===== config.mk =====
export PLATFORM = sky130hd
export DESIGN_NAME = ordered_array_list_top_flat
export DESIGN_NICKNAME = d
export VERILOG_FILES = /design/src/hdl/oal_pkg.sv /design/src/hdl/oal_ifs.sv /design/src/hdl/oal_cell.sv /design/src/hdl/ordered_array_list_top.sv /design/src/flat_wrapper.sv
export VERILOG_INCLUDE_DIRS = /design/src /design/src/hdl
export SDC_FILE = /design/constraint.sdc
export NUM_CORES = 1
export LEC_CHECK = 0
export ABC_AREA = 1
export BUFFER_PORTS_ARGS = -buffer_cell sky130_fd_sc_hd__buf_2
export CORE_ASPECT_RATIO = 1.2
export CORE_MARGIN = 10
export CORE_UTILIZATION = 45
export CTS_BUF_LIST = sky130_fd_sc_hd__clkbuf_4 sky130_fd_sc_hd__clkbuf_8
export CTS_CLUSTER_DIAMETER = 50
export DETAILED_ROUTE_END_ITERATION = 12
export PLACE_DENSITY = 0.65
export RECOVER_POWER = 100
export SYNTH_ARGS = -nofsm -noshare
export SYNTH_HDL_FRONTEND = slang
export SYNTH_HIERARCHICAL = 1
export SYNTH_SLANG_ARGS = --single-unit

===== constraint.sdc =====
create_clock -name clk -period 3.54 [get_ports clk]
set_clock_uncertainty 0.1 [all_clocks]
set_input_delay 0.531 -clock clk [delete_from_list [all_inputs] [get_ports clk]]
set_output_delay 0.531 -clock clk [all_outputs]
set_load 0.02 [all_outputs]

===== src/hdl/assert_macros.svh =====
// assertion macros used by the top-level rtl file
`ifndef ASSERT_MACROS_SVH
`define ASSERT_MACROS_SVH

`ifndef NO_ASSERTIONS

// property checked outside reset
`define OAL_ASSERT(label, prop) \
	label: assert property (@(posedge clk) disable iff (!arst_n) prop) \
		else $error("oal assertion failed");

// property checked at every edge, reset included
`define OAL_ASSERT_ALWAYS(label, prop) \
	label: assert property (@(posedge clk) prop) \
		else $error("oal assertion failed");

`else

`define OAL_ASSERT(label, prop)
`define OAL_ASSERT_ALWAYS(label, prop)

`endif

`endif


===== src/hdl/oal_pkg.sv =====
// types and constants of the ordered array list
package oal_pkg;

	localparam int unsigned VALUE_W = 32;
	localparam int unsigned POS_W   = 8;

	// request operation codes
	typedef enum logic [1:0] {
		MODE_FIND   = 2'd0,
		MODE_INSERT = 2'd1,
		MODE_DELETE = 2'd2
	} mode_t;

	// response status codes
	typedef enum logic [1:0] {
		ST_OK       = 2'd0,
		ST_FULL     = 2'd1,
		ST_BADPOS   = 2'd2,
		ST_NOTFOUND = 2'd3
	} status_t;

	// what a cell loads on the next edge
	typedef enum logic [1:0] {
		CMD_HOLD  = 2'd0,
		CMD_LOAD  = 2'd1,
		CMD_LEFT  = 2'd2,
		CMD_RIGHT = 2'd3
	} cell_cmd_t;

	// control handed to each cell
	typedef struct packed {
		cell_cmd_t          cmd;
		logic               take;
		logic               live;
		logic [VALUE_W-1:0] value;
	} cell_ctl_t;

endpackage


===== src/hdl/oal_ifs.sv =====
// request and response channel interfaces of the ordered array list
interface oal_req_if;
	logic                             valid;
	logic                             ready;
	logic [1:0]                       mode;
	logic signed [oal_pkg::VALUE_W-1:0] value;
	logic [oal_pkg::POS_W-1:0]        position;

	modport source (output valid, mode, value, position, input ready);
	modport sink (input valid, mode, value, position, output ready);
endinterface

interface oal_rsp_if;
	logic                      valid;
	logic                      ready;
	logic [1:0]                status;
	logic [oal_pkg::POS_W-1:0] found_index;
	logic [oal_pkg::POS_W-1:0] count;

	modport source (output valid, status, found_index, count, input ready);
	modport sink (input valid, status, found_index, count, output ready);
endinterface


===== src/hdl/oal_cell.sv =====
// one list cell: holds an entry, shifts with its neighbors, compares on find
module oal_cell (
	input  logic                          clk,
	input  oal_pkg::cell_ctl_t            ctl,
	input  logic [oal_pkg::VALUE_W-1:0]   left_data,
	input  logic [oal_pkg::VALUE_W-1:0]   right_data,
	output logic [oal_pkg::VALUE_W-1:0]   data,
	output logic                          match
);

	logic [oal_pkg::VALUE_W-1:0] data_q;
	logic                        match_s1;

	// entry register: hold, load new value or take a neighbor's entry
	always_ff @(posedge clk) begin
		case (ctl.cmd)
			oal_pkg::CMD_LOAD:  data_q <= ctl.value;
			oal_pkg::CMD_LEFT:  data_q <= left_data;
			oal_pkg::CMD_RIGHT: data_q <= right_data;
			default:            data_q <= data_q;
		endcase
	end

	// compare against the contents seen by the transaction
	always_ff @(posedge clk) begin
		if (ctl.take) begin
			match_s1 <= ctl.live && (data_q == ctl.value);
		end
	end

	assign data  = data_q;
	assign match = match_s1;

endmodule


===== src/hdl/ordered_array_list_top.sv =====
// Ordered array list: a row of CAPACITY entry cells with find, insert and delete.
// One request is taken per cycle unless stage 1 is stalled; its response passes
// through the stage 1 registers, then the output register. In the acceptance
// cycle, insert and delete shift the cells from the given position on against
// their neighbors, and find latches one match bit per cell; the output register
// takes the lowest match. Reset empties the list; entry contents are not cleared.
module ordered_array_list_top #(
	parameter int unsigned CAPACITY = 8
) (
	input  logic         clk,
	input  logic         arst_n,
	oal_req_if.sink      req,
	oal_rsp_if.source    rsp
);

	localparam int unsigned CW = $clog2(CAPACITY + 1);

	logic [CW-1:0]                    entry_cnt_q;
	logic                             accept;
	logic                             adv_s1;
	logic                             is_find;
	logic                             is_ins;
	logic                             is_del;
	logic                             full;
	logic                             pos_zero;
	logic                             ins_ok;
	logic                             del_ok;
	logic [oal_pkg::POS_W:0]          pos9;
	logic [oal_pkg::POS_W:0]          cnt9;
	logic [oal_pkg::POS_W-1:0]        p0;
	oal_pkg::status_t                 op_status;

	logic                             valid_s1;
	logic                             find_s1;
	oal_pkg::status_t                 status_s1;
	logic [CW-1:0]                    count_s1;

	logic                             out_valid_q;
	oal_pkg::status_t                 out_status_q;
	logic [oal_pkg::POS_W-1:0]        out_index_q;
	logic [CW-1:0]                    out_count_q;

	oal_pkg::cell_ctl_t               ctl_w   [CAPACITY];
	logic [oal_pkg::VALUE_W-1:0]      data_w  [CAPACITY];
	logic [CAPACITY-1:0]              match_w;
	logic [CAPACITY-1:0]              first_hit;
	logic                             any_hit;
	logic [oal_pkg::POS_W-1:0]        hit_index;

	// handshake
	assign adv_s1    = valid_s1 && (!out_valid_q || rsp.ready);
	assign req.ready = !valid_s1 || adv_s1;
	assign accept    = req.valid && req.ready;

	// request decode and range checks
	assign is_find  = (req.mode == oal_pkg::MODE_FIND);
	assign is_ins   = (req.mode == oal_pkg::MODE_INSERT);
	assign is_del   = (req.mode == oal_pkg::MODE_DELETE);
	assign full     = (entry_cnt_q == CW'(CAPACITY));
	assign pos9     = {1'b0, req.position};
	assign cnt9     = (oal_pkg::POS_W + 1)'(entry_cnt_q);
	assign pos_zero = (req.position == '0);
	assign ins_ok   = is_ins && !full && !pos_zero && (pos9 <= cnt9 + 9'd1);
	assign del_ok   = is_del && !pos_zero && (pos9 <= cnt9);
	assign p0       = req.position - 8'd1;

	always_comb begin
		if (is_find) begin
			op_status = oal_pkg::ST_OK;
		end else if (is_ins) begin
			op_status = full ? oal_pkg::ST_FULL :
				(ins_ok ? oal_pkg::ST_OK : oal_pkg::ST_BADPOS);
		end else if (is_del) begin
			op_status = del_ok ? oal_pkg::ST_OK : oal_pkg::ST_BADPOS;
		end else begin
			op_status = oal_pkg::ST_BADPOS;
		end
	end

	// entry count
	always_ff @(posedge clk or negedge arst_n) begin
		if (!arst_n) begin
			entry_cnt_q <= '0;
		end else if (accept && ins_ok) begin
			entry_cnt_q <= entry_cnt_q + CW'(1);
		end else if (accept && del_ok) begin
			entry_cnt_q <= entry_cnt_q - CW'(1);
		end
	end

	// cell row
	for (genvar i = 0; i < CAPACITY; i++) begin : g_cell
		always_comb begin
			ctl_w[i].cmd   = oal_pkg::CMD_HOLD;
			ctl_w[i].take  = accept;
			ctl_w[i].live  = (entry_cnt_q > CW'(i));
			ctl_w[i].value = req.value;
			if (accept && ins_ok) begin
				if (p0 == oal_pkg::POS_W'(i)) begin
					ctl_w[i].cmd = oal_pkg::CMD_LOAD;
				end else if (p0 < oal_pkg::POS_W'(i)) begin
					ctl_w[i].cmd = oal_pkg::CMD_LEFT;
				end
			end else if (accept && del_ok && (p0 <= oal_pkg::POS_W'(i))) begin
				ctl_w[i].cmd = oal_pkg::CMD_RIGHT;
			end
		end

		oal_cell u_cell (
			.clk        (clk),
			.ctl        (ctl_w[i]),
			.left_data  (data_w[(i == 0) ? i : i - 1]),
			.right_data (data_w[(i == CAPACITY - 1) ? i : i + 1]),
			.data       (data_w[i]),
			.match      (match_w[i])
		);
	end

	// stage 1 control
	always_ff @(posedge clk or negedge arst_n) begin
		if (!arst_n) begin
			valid_s1 <= 1'b0;
		end else if (accept) begin
			valid_s1 <= 1'b1;
		end else if (adv_s1) begin
			valid_s1 <= 1'b0;
		end
	end

	always_ff @(posedge clk) begin
		if (accept) begin
			find_s1   <= is_find;
			status_s1 <= op_status;
			count_s1  <= ins_ok ? entry_cnt_q + CW'(1) :
				(del_ok ? entry_cnt_q - CW'(1) : entry_cnt_q);
		end
	end

	// lowest matching cell
	assign first_hit = match_w & (~match_w + CAPACITY'(1));
	assign any_hit   = |match_w;

	always_comb begin
		hit_index = '0;
		for (int k = 0; k < CAPACITY; k++) begin
			if (first_hit[k]) begin
				hit_index = hit_index | oal_pkg::POS_W'(k);
			end
		end
	end

	// output register
	always_ff @(posedge clk or negedge arst_n) begin
		if (!arst_n) begin
			out_valid_q <= 1'b0;
		end else if (adv_s1) begin
			out_valid_q <= 1'b1;
		end else if (rsp.ready) begin
			out_valid_q <= 1'b0;
		end
	end

	always_ff @(posedge clk) begin
		if (adv_s1) begin
			out_count_q <= count_s1;
			if (find_s1) begin
				out_status_q <= any_hit ? oal_pkg::ST_OK : oal_pkg::ST_NOTFOUND;
				out_index_q  <= any_hit ? hit_index : '0;
			end else begin
				out_status_q <= status_s1;
				out_index_q  <= '0;
			end
		end
	end

	assign rsp.valid       = out_valid_q;
	assign rsp.status      = out_status_q;
	assign rsp.found_index = out_index_q;
	assign rsp.count       = oal_pkg::POS_W'(out_count_q);

	// checks
	`include "assert_macros.svh"

	`OAL_ASSERT_ALWAYS(a_cnt_bound, entry_cnt_q <= CW'(CAPACITY))
	`OAL_ASSERT(a_find_keeps_cnt, accept && is_find |=> entry_cnt_q == $past(entry_cnt_q))
	`OAL_ASSERT(a_cnt_step, entry_cnt_q == $past(entry_cnt_q) || entry_cnt_q == $past(entry_cnt_q) + CW'(1) || entry_cnt_q == $past(entry_cnt_q) - CW'(1))
	`OAL_ASSERT(a_first_onehot, $onehot0(first_hit))
	`OAL_ASSERT(a_out_cnt_match, adv_s1 |=> out_count_q == $past(count_s1))

endmodule


===== src/flat_wrapper.sv =====
// flat-port wrapper written by rule: the top's interface ports become plain ports
module ordered_array_list_top_flat 
#(
	parameter int unsigned CAPACITY = 8
)
  (clk, arst_n, req_valid, req_mode, req_value, req_position, req_ready, rsp_valid, rsp_status, rsp_found_index, rsp_count, rsp_ready);
  oal_req_if req_i ();
  oal_rsp_if rsp_i ();
  input  logic clk;
  input  logic arst_n;
  input wire logic [$bits(req_i.valid)-1:0] req_valid;
  input wire logic [$bits(req_i.mode)-1:0] req_mode;
  input wire logic [$bits(req_i.value)-1:0] req_value;
  input wire logic [$bits(req_i.position)-1:0] req_position;
  output wire logic [$bits(req_i.ready)-1:0] req_ready;
  output wire logic [$bits(rsp_i.valid)-1:0] rsp_valid;
  output wire logic [$bits(rsp_i.status)-1:0] rsp_status;
  output wire logic [$bits(rsp_i.found_index)-1:0] rsp_found_index;
  output wire logic [$bits(rsp_i.count)-1:0] rsp_count;
  input wire logic [$bits(rsp_i.ready)-1:0] rsp_ready;
  assign req_i.valid = req_valid;
  assign req_i.mode = req_mode;
  assign req_i.value = req_value;
  assign req_i.position = req_position;
  assign req_ready = req_i.ready;
  assign rsp_valid = rsp_i.valid;
  assign rsp_status = rsp_i.status;
  assign rsp_found_index = rsp_i.found_index;
  assign rsp_count = rsp_i.count;
  assign rsp_i.ready = rsp_ready;
  ordered_array_list_top #(.CAPACITY(CAPACITY)) u_core (.clk(clk), .arst_n(arst_n), .req(req_i), .rsp(rsp_i));
endmodule

==> impl_results.md <==
- Drt first-iter violations: 1,837
- Worst setup path category: flop to flop
- Placed Cells: 3,230
- Sw Share: 27.61%
- Die boundary width: 212.7 um
- CTS H-Tree Depth: 2
- CTS Buf Count: 50
- Share of cells above drive strength 1: 8.738%
- Max-cap violations: 0
- Final Non-Filler Cells: 3,318
- Die ar.: 0.05342 mm^2
- Kind of end point of the critical path: flop
- Total Routing Usage GR: 22.67%
- Top post-synthesis cells by area: edfxtp_1, nand2_1, nand3_1
- Async set or reset register ratio after synthesis: 2.098%
- Pins over their slew limit: 0
- Cells after Synth: 2,673
- CORE AREA: 0.04393 mm^2
- Outcome: completed
- Post-synth top cells: nand2_1, nand3_1, inv_1, edfxtp_1, nor2_1
- WP data required: 3.72 ns
- Area delta synth->final: 8.877%
- Final instance area: 0.02182 mm^2
- CTS tree: done
- Worst setup SP type: flop
- I/O Buffers: 56
- DRT antenna net count: 0
- CTS sink count: 286
- Clock slew at reported path FFs: 0.06 ns
- Setup Fix Bufs, Post-CTS: 0
- # setup viols final: 0
- NetSw: 2.187 mW
- Fmax: 301.1 MHz
- Mapped cell area: 0.02004 mm^2
- Most common cell in the netlist: nand2_1
- Reg power frac: 48.4%
- Clock tree buffer depth: 3
- I/O pin cnt: 66
- Yosys warning total: 6
- Area leader, netlist: edfxtp_1
- Critical Path Fanout Max: 30
- Routed via count: 18,240
- DRC viols: 0
- Slew at the pin closest to its max-slew limit: 0.8803 ns
- Fin crit period: 3.321 ns
- R2R depth: 15
- First-pass GRT wire length: 97.09 mm
- Congestion Overflow GR: 0
- Util after Layout: 49.67%
- Initial Util: 45.62%
- Die H: 251.2 um
- CTS root buf: clkbuf_8
- Final period util: 93.82%
- PD cells: 362.9 mW/mm^2
- Cell Area, Placed: 0.02093 mm^2
- Sequential share of the synthesized area: 42.70%
- First-pass DRT Iterations: 6
- Clock Power Share: 37.1%
- Post-synth EDFFs: 280
- Worst slew margin: 41.31%
- Post-synthesis register bit count: 286
- Wire length per cell: 18.84 um
- Post-Syn Area per Cell: 7.498 um^2
- Critical Path AT: 3.50 ns
- Post-synth top area share: 41.95%
- Final GP Congestion: 0.8806
- Hold Path Class: input port to flop
- Combinational share of power: 14.5%
- Vias/cell: 5.498
- Top FF cell, synth: edfxtp_1
- Internal power: 5.732 mW
- Clk_lat worst skew: 0.61 ns
- WHS: 0.07126 ns
- Number of global-route vias before repair: 17,430
- Rows: 84
- Pin count of the biggest net entering global routing: 52
- Dpl hpwl: 45.43 mm
- Distinct cell type count after synthesis: 41
- Reg-to-reg slack, setup: 0.22 ns
- Hold Crit Depth: 3
- Leak pwr: 9.210 nW
- Peak VDD IR: 0.0002943 V
- Hold Vio Cnt, Final: 0
- Drt total wl: 62.51 mm
- Nets: 2,793
- Fill cells: 4,377
- Overall Power: 7.919 mW
- Antenna violations before repair: 1
-- sequential cells by signal, summed over array words and instances (netlist names) --
signal	flops
u_core/find_s1	1
u_core/rsp.found_index	3
u_core/rsp.valid	1
u_core/count_s1	4
u_core/entry_cnt_q	4
u_core/out_count_q	4
u_core/status_s1	2
u_core/valid_s1	1
u_core/g_cell.u_cell/data	256
u_core/g_cell.u_cell/match	8
u_core/rsp.status	2
-- per-layer routing --
metal / global-route usage, % / wire (um) / part of all wire [%]
met1: 28.15 / 25500 / 41
met2: 39.76 / 31470 / 50
met3: 2.415 / 3492 / 5.6
met5: 0 / 0 / 0
met4: 8.068 / 2044 / 3.3
-- timing repair --
item                       4_1_cts  5_1_grt
resized for setup                0        6
hold buffers                     1        0
setup endpoints to repair        0      128
hold endpoints to repair         6        0
-- kinds of logic (layout without fill, tap and decap cells) --
kind of cell               after synthesis  count (layout)  share of synthesized area, %
other                                    1              10                       0.01871
buffers and inverters                  494             567                         11.22
DFF                                    286             286                         42.70
adders and majority gates               19              19                         1.186
and+or+nand+nor                       1561            1565                         33.30
xor gates and xnor gates                86              86                         3.795
AOI/OAI and AO/OA                      226             226                         7.778
-- cells in the final DEF, fill, tap and decap left out, types with 8 or more instances in the layout --
cell type  netlist  layout
or2_2            9       9
clkbuf_1         9      16
clkinv_1         2       8
buf_12           1       9
xnor2_1         56      56
edfxtp_1       280     280
ha_1            19      19
nor2_1         172     166
nor2_8           9       8
clkbuf_4         0      25
conb_1           1       9
inv_1          358     357
o21ai_0         46      44
buf_4           26      33
nor3_1          13      11
nand2_1        932     932
buf_2           64      44
o211ai_1       161     161
nand3_1        402     403
xor2_1          29      29
nor2_4           1      10
clkbuf_8         0      50
-- critical path, cell delays in order, from the launching register on --
cell and delay (ns):
dfrtp_1 0.44, inv_1 0.13, ha_1 0.33, inv_1 0.11, ha_1 0.26, nand2_1 0.08
nand2_1 0.05, nand2_1 0.06, nand3_1 0.08, nand2_2 0.10, nand3_4 0.12, nor2_1 0.27
nor2_1 0.11, nor2_4 0.25, or2_2 0.23, buf_8 0.27
-- cell type report --
type	instances	area, um^2	share of cell area (%)
Multi-Input combinational cell	1905	9403	43.09
Inverter	370	1410	6.462
Timing Repair Buffer	115	847.1	3.882
Clock inverter	9	41.29	0.1892
Antenna cell	1	2.502	0.01147
Sequential cell	286	8558	39.22
Tap cell	559	699.4	3.205
Clock buffer	73	860.8	3.945
-- per-stage QoR --
step / setup WS (ns) / setup TNS (ns)
after floorplan: 0.3847 / 0
after global placement: 0.2506 / 0
after detailed placement: 0.2100 / 0
after CTS: 0.2029 / 0
after global routing: -0.001603 / -0.002080
final: 0.2189 / 0
-- power by group through the flow --
stage          registers [mW]  logic [mW]  clock network (mW)
3_3_place_gp             3.90        1.15                   0
6_report                 3.83        1.15                2.94
4_1_cts                  3.83        1.17                3.00
3_5_place_dp             3.90        1.16                   0
2_1_floorplan            3.92       0.723                   0
5_1_grt                  3.84        1.30                3.13
-- worst paths after layout --
kind,from,end
worst max register to register,u_core/entry_cnt_q[0],u_core/g_cell[1].u_cell/data[9]
worst min-delay path,req_valid,u_core/valid_s1
worst min register to register,u_core/count_s1[1],u_core/out_count_q[1]
min in group asynchronous,arst_n,u_core/entry_cnt_q[1]
max in group asynchronous,arst_n,u_core/rsp.valid
worst max-delay path,u_core/entry_cnt_q[0],u_core/g_cell[1].u_cell/data[9]
Note: power is estimated with default switching activity, not from simulation.
